## config.mk

```make
export PLATFORM = sky130hd
export DESIGN_NAME = cwpi_ctrl
export DESIGN_NICKNAME = d
export VERILOG_FILES = /design/src/hdl/cwpi_pkg.sv /design/src/hdl/cwpi_ctrl.sv
export SDC_FILE = /design/constraint.sdc
export NUM_CORES = 1
export LEC_CHECK = 0
export BUFFER_PORTS_ARGS = -buffer_cell sky130_fd_sc_hd__buf_2
export CELL_PAD_IN_SITES_DETAIL_PLACEMENT = 1
export CELL_PAD_IN_SITES_GLOBAL_PLACEMENT = 2
export CORE_MARGIN = 5
export CORE_UTILIZATION = 26
export DETAILED_ROUTE_END_ITERATION = 7
export PLACE_DENSITY_LB_ADDON = 0.08
export SLEW_MARGIN = 15
export SYNTH_ARGS = -nofsm -noshare
export SYNTH_HDL_FRONTEND = slang
export SYNTH_SLANG_ARGS = --single-unit
export TNS_END_PERCENT = 100
```

## constraint.sdc

```tcl
create_clock -name aclk -period 2.1 [get_ports aclk]
set_clock_uncertainty 0.2 [all_clocks]
set_input_delay 0.21 -clock aclk [delete_from_list [all_inputs] [get_ports aclk]]
set_output_delay 0.21 -clock aclk [all_outputs]
set_load 0.01 [all_outputs]
```

## src/hdl/cwpi_pkg.sv

```systemverilog
// shared constants and control types for the contention window pi controller
package cwpi_pkg;

    // register indexes on the configuration port
    localparam logic [2:0] REG_OWN_MAC    = 3'd0;
    localparam logic [2:0] REG_TARGET     = 3'd1;
    localparam logic [2:0] REG_KP         = 3'd2;
    localparam logic [2:0] REG_KI         = 3'd3;
    localparam logic [2:0] REG_INIT       = 3'd4;
    localparam logic [2:0] REG_MIN_SAMP   = 3'd5;

    // register reset values
    localparam logic [47:0] OWN_MAC_RST   = 48'd0;
    localparam logic [16:0] TARGET_RST    = 17'd13913;
    localparam logic [23:0] KP_RST        = 24'd53207;
    localparam logic [23:0] KI_RST        = 24'd31293;
    localparam logic [23:0] INIT_RST      = 24'd137232;
    localparam logic [15:0] MIN_SAMP_RST  = 16'd20;

    // default parameter values
    localparam int COUNT_BITS_DEF = 16;
    localparam int WINDOW_MIN_DEF = 16;
    localparam int WINDOW_MAX_DEF = 1024;

    // header decode constants
    localparam logic [4:0]  MIN_HEADER    = 5'd14;
    localparam logic [1:0]  TYPE_DATA     = 2'd2;
    localparam logic [1:0]  DS_TO_AP      = 2'd1;
    localparam logic [1:0]  DS_FROM_AP    = 2'd2;
    localparam logic [47:0] BCAST_ADDR    = 48'hFFFF_FFFF_FFFF;

    // item kinds carried in tuser
    localparam logic MODE_FRAME = 1'b0;
    localparam logic MODE_TICK  = 1'b1;

    // commands from the controller to the datapath
    typedef struct packed {
        logic frame_go;
        logic tick_go;
        logic div_step;
        logic mul_go;
        logic sum_go;
        logic exp_go;
    } cwpi_cmd_t;

    // status from the datapath to the controller
    typedef struct packed {
        logic total_ok;
        logic div_done;
    } cwpi_stat_t;

endpackage

```

## src/hdl/cwpi_ctrl.sv

```systemverilog
// controller state machine sequencing the interval update
module cwpi_ctrl import cwpi_pkg::*; (
    input  logic       aclk,
    input  logic       aresetn,
    input  logic       s_tvalid,
    input  logic       s_tuser,
    output logic       s_tready,
    output logic       m_tvalid,
    input  logic       m_tready,
    input  cwpi_stat_t stat,
    output cwpi_cmd_t  cmd
);

    typedef enum logic [4:0] {
        ST_IDLE = 5'b00001,
        ST_DIV  = 5'b00010,
        ST_MUL  = 5'b00100,
        ST_SUM  = 5'b01000,
        ST_EXP  = 5'b10000
    } state_t;

    state_t state_reg, state_next;
    logic   out_valid_reg, out_valid_next;
    logic   accept;

    // frames pass while a result waits, ticks wait for an empty output
    assign s_tready = (state_reg == ST_IDLE) && (!out_valid_reg || (s_tuser == MODE_FRAME));
    assign accept   = s_tvalid && s_tready;
    assign m_tvalid = out_valid_reg;

    // next state and commands
    always_comb begin
        state_next     = state_reg;
        out_valid_next = out_valid_reg;
        cmd            = '0;
        if (out_valid_reg && m_tready) begin
            out_valid_next = 1'b0;
        end
        case (state_reg)
            ST_IDLE: begin
                if (accept && (s_tuser == MODE_FRAME)) begin
                    cmd.frame_go = 1'b1;
                end
                if (accept && (s_tuser == MODE_TICK) && stat.total_ok) begin
                    cmd.tick_go = 1'b1;
                    state_next  = ST_DIV;
                end
            end
            ST_DIV: begin
                cmd.div_step = 1'b1;
                if (stat.div_done) begin
                    state_next = ST_MUL;
                end
            end
            ST_MUL: begin
                cmd.mul_go = 1'b1;
                state_next = ST_SUM;
            end
            ST_SUM: begin
                cmd.sum_go = 1'b1;
                state_next = ST_EXP;
            end
            ST_EXP: begin
                cmd.exp_go     = 1'b1;
                out_valid_next = 1'b1;
                state_next     = ST_IDLE;
            end
            default: begin
                state_next = ST_IDLE;
            end
        endcase
    end

    // state registers
    always_ff @(posedge aclk) begin
        if (!aresetn) begin
            state_reg     <= ST_IDLE;
            out_valid_reg <= 1'b0;
        end else begin
            state_reg     <= state_next;
            out_valid_reg <= out_valid_next;
        end
    end

endmodule

```

* Word-level counts from Yosys, hierarchy flattened
Cells that the tools add are included.
Storage, ports and cells: register bits 6, bits of input ports 7, output and inout port bits 8, logic and storage cells 32
Operators by class: equal/unequal tests 7, multiplexer cells 12, bitwise operators 1, reductions and logical operators 10
Operator list (count):
- $pmux W5 S4 | 1
- $mux W5 | 2
- $mux W1 | 8
- $logic_and A1 B1 Y1 | 6
- $eq A5 B1 Y1 const B | 1
- $eq A5 B2 Y1 const B | 1
- $eq A5 B3 Y1 const B | 1
- $eq A5 B4 Y1 const B | 1
- $eq A5 B5 Y1 const B | 1
- $mux W2 | 1
- $ne A2 B1 Y1 const B | 1
- $ne A2 B2 Y1 const B | 1
- $reduce_and A2 Y1 | 1
- $reduce_bool A2 Y1 | 1
- $logic_not A1 Y1 | 1
- $logic_or A1 B1 Y1 | 1
- $not A1 Y1 | 1

* Depth between registers and ports, before layout
Gate-level depths: netlist of run 1.
depth after elaboration 8, gate-level depth with buffers 4, gate-level depth less buffers 3

* Worst setup path before layout of run 1
OpenSTA, ideal clock, no wires.
path kind register to output, start point register state_reg[1], end point output port cmd[1] in the netlist's numbering, data arrival time 1.022 ns, required time 1.690 ns, setup slack 0.668 ns, cell stages (with the launch flop) 4, cells stage by stage dfxtp_1 > buf_6 > or3_4 > nor3b_2
RTL lines:
- from (decl) | line cwpi_ctrl.sv:22 | state_t state_reg, state_next;
- from (signal assigned) | line cwpi_ctrl.sv:80 | state_reg <= state_next;
- to (decl) | line cwpi_ctrl.sv:11 | output cwpi_cmd_t cmd

==> impl_metrics.toml, run 1 <==
[setup_path]
cp.buffers_inverters = 1
path_depth = 3
cpMaxStageDelayCell = "or3_4"
rr_worst_depth = 3
cp.required_ns = 1.69
cpPeakStageDelay_ns = 0.40
crit_type = "register to primary output"
worstSetupStartpointType = "register"
end_kind = "primary output"
worstPathArrival_ns = 1.33
critPathTopFamily = "simple AND/OR/NAND/NOR gates"
path_cells = "or3_4 -> nor3b_2 -> buf_2"
cp_max_fo = 8

[worst_hold_path]
hold_class = "input pin to register"
hold_path_depth = 2

[global_routing]
grt_max_degree = 9
gr-total-overflow = 0
globalRoute.busiestLayer = "met1"
grt_pass1_wl_mm = 1.32
antenna_found_initial = 0
grt_util_met1 = 0.120
grt_usage = 0.0909
met3_usage = 0.0352
grt_use_met2 = 0.115
grt_pass1_vias = 308

[power_and_ir_drop]
cellPowerDensity_nw_per_um2 = 569
vdd_drop_max_mv = 0.264
p_leak_nw = 0.229

[floorplanning]
die_area_um2 = 2140
chipHeight_um = 46.3
initial_core_util = 0.270
fp-row-count = 13
die_w_um = 46.3
ios = 15
core_area_um2 = 1270

[timing]
setup_viol = 0
max_freq_mhz = 575
fin_crit_ns = 1.74
final-max-slew-violation-count = 0
post-route-period-util = 0.828
setup_slack_ns = 0.362
tightest_slew_ns = 0.278
hold_viol = 0
relSlewSlack = 0.814
tns_ns = 0
rsz0062_at_grt = "false"

[cts]
clk_latency_ns = 0.24
cts_buffer_depth = 2
clkTransAtPathRegs_ns = 0.05
postCtsSetupRepairBufs = 0
ctsResizeCount = 0
htreeDepth = 1
cts_buffers = 3
numClockSinks = 6
cts_tree = "yes"
cts_hold_buffers = 0
clock-root-buffer = "clkbuf_4"

[final_layout]
fin_util = 0.337
layout.nets = 58
fill_cells = 164
final_cells = 64
largest_register_ffs = 5
drive_above_1_share = 0.469
areaGrowthSynthToFinish_pct = 24.8
diodes = 0

[synthesis]
ys_warn_count = 0
yosys.area.top_type_share = 0.350
synthMostInstantiatedCell = "dfxtp_1"
synth_common_cells = "6 x dfxtp_1, 3 x and4b_1, 3 x nor2_1"
ys_types = 22
synth.avg_cell_area_um2 = 9.80
synthArstFlopShare = 0
ys.flop_type = "dfxtp_1"
ys_ff_latch = 6
ys_seq_area_frac = 0.350
syn-cell-area_um2 = 343
synth_edf_count = 0
synth_fp_nets = 42
synth_top_area_cell = "dfxtp_1"
synthTopCellsByArea = "dfxtp_1 35%, and4b_1 8.8%, nor3b_2 7.3%"
syn_inst = 35

[drt]
drtIter0Drc = 4
vias = 308
drc = 0
dr.pass1.iters = 4
avgViaCountPerCell = 4.81
routed_wl_um = 867
ant_nets = 0
avgRoutedWirePerCell_um = 13.5

[place]
pre_cts_ws_ns = 0.623
place.gp.congestion = 0.638
port_buffers = 14
place_inst = 61
hpwl_um = 673

[status]
status = "completed"

[flow_run]
cap_violations = 0
-- routing by layer --
metal / up-vias / share of wire
met3: 0 / 0.031
met4: 0 / 0
met5: - / 0
met2: 5 / 0.47
li1: 158 / -
met1: 145 / 0.49
-- worst paths after layout --
kind / from / end / slack [ns]
setup / recovery: state_reg[1]$_SDFFE_PN0P_ / cmd[1] / 0.36
hold / removal: stat[0] / state_reg[2]$_SDFFE_PN0P_ / 0.01
setup reg to reg: state_reg[2]$_SDFFE_PN0P_ / state_reg[1]$_SDFFE_PN0P_ / 0.82
hold reg to reg: state_reg[3]$_SDFFE_PN0P_ / state_reg[4]$_SDFFE_PN0P_ / 0.41
-- layout by cell type, fill, tap and decap left out --
cell	synthesis	final
a21oi_1	1	1
and3_1	2	2
and3_2	1	1
and4_1	1	1
and4b_1	3	3
and4b_2	1	1
buf_2	0	14
clkbuf_4	0	3
dfxtp_1	6	6
nand3_1	1	1
nor2_1	3	3
nor2_2	1	1
nor2b_1	1	1
nor3_1	1	1
nor3b_1	1	1
nor3b_2	2	2
o211a_1	1	1
o21a_1	2	2
o21ai_0	1	1
o21ai_1	1	1
or3_4	1	1
xor2_1	1	1
-- stage by stage --
step / area [um^2] / hold slack [ns] / total power [mW]
after detailed placement: 405 / 0.261 / 0.140
after global routing: 428 / 0.0175 / 0.259
after floorplan: 343 / 0.0900 / 0.129
final: 428 / 0.0118 / 0.244
after CTS: 428 / 0.00267 / 0.251
after global placement: 405 / 0.254 / 0.139
-- cells by family after synthesis --
group,Yosys count,synth area share
xor gates and xnor gates,1,0.0256
DFF,6,0.350
AOI/OAI and AO/OA,6,0.117
and+or+nand+nor,19,0.431
buffers and inverters,3,0.0766
-- layout make-up --
cell class	count	area (um^2)	share of cell area
Timing Repair Buffer	14	70.1	0.164
Multi-Input combinational cell	26	196	0.459
Tap cell	15	18.8	0.0439
Sequential cell	6	120	0.281
Clock buffer	3	22.5	0.0526
-- report_power, final --
part           switching (mW)  total (mW)  internal (mW)
sequential            0.00187       0.117          0.115
combinational          0.0100      0.0205         0.0105
clock                  0.0413       0.106         0.0646
total                  0.0532       0.244          0.190
Power figures use the tool's default switching activity.
==> run 2: changes to the inputs <==
Settings changed: ABC_AREA from default to 1, CORE_ASPECT_RATIO from default to 0.9, CORE_UTILIZATION 26 to 19.
Clock period 2.1 ns to 1.5 ns, I/O delays scaled along.
==> run 2 against run 1 <==
  * Critical path depth is 3 higher
  * Largest power group unchanged
  * Combinational power grew to 8.1 times the previous value
  * Highest routed layer is now met4
  * Cell area is 23% higher
  * Sequential share of layout area is 4.4 points lower
  * Largest cell class unchanged
  * The run now ends with setup timing left
==> impl_metrics.toml, run 2 <==
[setup_path]
crit_type = "register to primary output"
cp.required_ns = 1.15
path_cells = "nor2_4 -> nand2_2 -> nor2_4 -> inv_2 -> nor3b_2 -> buf_2"
cpMaxStageDelayCell = "dfxtp_2"
worstSetupStartpointType = "register"
cp.buffers_inverters = 2
r2r-start = "state_reg[3]$_SDFFE_PN0P_"
path_common_cell = "nor2_4"
critPathTopFamily = "simple AND/OR/NAND/NOR gates"
r2r-end = "state_reg[1]$_SDFFE_PN0P_"
cpPeakStageDelay_ns = 0.33
rr_worst_depth = 6
cp_max_fo = 3
worstPathArrival_ns = 1.19
r2r_setup_slack_ns = 0.32
end_kind = "primary output"

[power_and_ir_drop]
pwr-share-comb = 0.330
internal_power_mw = 0.332
cellPowerDensity_nw_per_um2 = 956
p_switching_mw = 0.173
power_frac_seq = 0.368
swShare = 0.342
p_leak_nw = 0.310
p_total_mw = 0.505
power.share.clock = 0.303
vdd_drop_max_mv = 0.245

[drt]
dr.pass1.iters = 2
avgRoutedWirePerCell_um = 10.1
drtIter0Drc = 3
routed_wl_um = 992
vias = 371
avgViaCountPerCell = 3.79
ant_nets = 0
drc = 0

[cts]
cts_buffer_depth = 2
numClockSinks = 6
clock-root-buffer = "clkbuf_4"
cts_tree = "yes"
clk_latency_ns = 0.25
htreeDepth = 1
clkTransAtPathRegs_ns = 0.05
cts_buffers = 3

[floorplanning]
die_w_um = 55.5
chipHeight_um = 51.0
core_area_um2 = 1720
ios = 15
die_area_um2 = 2830
fp-row-count = 14
initial_core_util = 0.206

[synthesis]
synthMostInstantiatedCell = "inv_1"
syn_inst = 55
synth_common_cells = "15 x inv_1, 9 x nor2_1, 8 x nand2_1, 6 x dfxtp_1, 6 x nand3_1"
synthTopCellsByArea = "dfxtp_1 34%, inv_1 16%, nor2_1 9.5%"
synthMuxAreaShare = 0
syn-cell-area_um2 = 354
synthAdderAreaFrac = 0
synth_top_area_cell = "dfxtp_1"
yosys.area_share.simple = 0.382
ys_warn_count = 0
ys_types = 14
synth_top_family_by_area = "simple AND/OR/NAND/NOR gates"
ys_ff_latch = 6
synth-xor-area-share = 0
synthArstFlopShare = 0
ys_seq_area_frac = 0.339
yosys.area.top_type_share = 0.339
synth_fp_nets = 62
synth.avg_cell_area_um2 = 6.44
ys.flop_type = "dfxtp_1"
synth_edf_count = 0
synth_compound_area_frac = 0.0671

[worst_hold_path]
hold_class = "input pin to register"
hold_path_end = "state_reg[0]$_SDFFE_PN1P_"
hold_path_depth = 4
hp-start = "stat[1]"

[timing]
post-route-period-util = 1.03
tightest_slew_ns = 0.242
fin_crit_ns = 1.54
rsz0062_at_grt = "true"
final-max-slew-violation-count = 0
max_freq_mhz = 647
hold_viol = 0
setup_viol = 1
setup_slack_ns = -0.0445
relSlewSlack = 0.837

[global_routing]
grt_pass1_vias = 394
grt_max_degree = 5
antenna_found_initial = 0
grt_pass1_wl_mm = 1.70
gr-total-overflow = 0
grt_usage = 0.0805

[final_layout]
diodes = 0
fill_cells = 245
fin_util = 0.308
layout.nets = 83
largest_register_ffs = 5
drive_above_1_share = 0.446
areaGrowthSynthToFinish_pct = 49.1
final_cell_mix = "13 x inv_1, 13 x buf_2, 8 x nor2_1, 7 x nand2_1, 5 x nand3_1"

[place]
place.gp.congestion = 0.704
port_buffers = 14
hpwl_um = 784

[status]
status = "complete, but fails checks"
violations = "setup timing"

[flow_run]
cap_violations = 0
## run 2: cell types whose count changed after synthesis, sizes merged, moves of 2 or more
cell | before | now
and3 | 3 | 0
and4b | 4 | 0
inv | 0 | 16
nand2 | 0 | 9
nand3 | 1 | 6
nor2 | 4 | 11
nor3b | 3 | 1
o21a | 2 | 0
## run 2: power groups by stage
stage	Sequential, mW	Combinational (mW)	Clock, mW
floorplan	0.180	0.112	0
global placement	0.183	0.155	0
detailed placement	0.183	0.153	0
CTS	0.181	0.162	0.161
global route	0.188	0.192	0.173
finish	0.186	0.166	0.153
## run 2: worst max-delay path by stage
stage	start	to	slack, ns	cells past startpoint
after floorplan	state_reg[2]$_SDFFE_PN0P_	cmd[5]	0.28	5
after global placement	state_reg[2]$_SDFFE_PN0P_	cmd[5]	0.18	6
after detailed placement	state_reg[2]$_SDFFE_PN0P_	cmd[5]	0.17	6
after CTS	state_reg[3]$_SDFFE_PN0P_	cmd[5]	-0.08	6
after global routing	state_reg[3]$_SDFFE_PN0P_	cmd[5]	-0.15	6
final	state_reg[3]$_SDFFE_PN0P_	cmd[5]	-0.04	6
## run 2: metrics by stage
stage | hold slack, ns | instance area, um^2 | cells | setup TNS [ns] | setup WS, ns
after global routing | 0.164 | 528 | 98 | -0.355 | -0.146
after global placement | 0.168 | 439 | 91 | 0 | 0.176
after CTS | 0.120 | 505 | 98 | -0.113 | -0.0787
after detailed placement | 0.169 | 439 | 91 | 0 | 0.170
final | 0.118 | 528 | 98 | -0.0445 | -0.0445
after floorplan | 0.0342 | 354 | 55 | 0 | 0.277
## run 2: cell type report
type                            instances  area (um^2)  share of cell area
Clock buffer                            3         22.5              0.0427
Inverter                               16         60.1               0.114
Multi-Input combinational cell         31          176               0.334
Sequential cell                         6          125               0.237
Tap cell                               24         30.0              0.0569
Timing Repair Buffer                   18          114               0.216
## run 2: worst reg2reg max path, stage by stage, from the launching register on
cell,delay (ns)
dfxtp_2,0.33
nor2_4,0.12
buf_4,0.13
nand3_4,0.08
o21ai_2,0.12
nand2_1,0.06
nor2_1,0.08
## run 2: logic make-up (layout without fill, tap and decap cells)
logic type | Yosys count | in the layout
compound gates | 4 | 4
buf+inv | 18 | 37
flops | 6 | 6
simple gates | 27 | 27
## run 2: repair_timing
item / in CTS / in global routing
gates resized for setup: 2 / 9
setup buffers: 1 / 0
pin swaps: 1 / 0
hold buffers: 3 / 0
gates cloned: 0 / 0
endpoints found under the setup margin: 3 / 7
hold endpoints to repair: 4 / 0
## run 2: routing by layer
layer	GRT usage	vias to the layer above	routed length (um)
li1	-	196	-
met1	0.0898	157	438
met2	0.112	16	439
met3	0.0403	2	94
met4	0.0729	0	19
met5	0	-	0
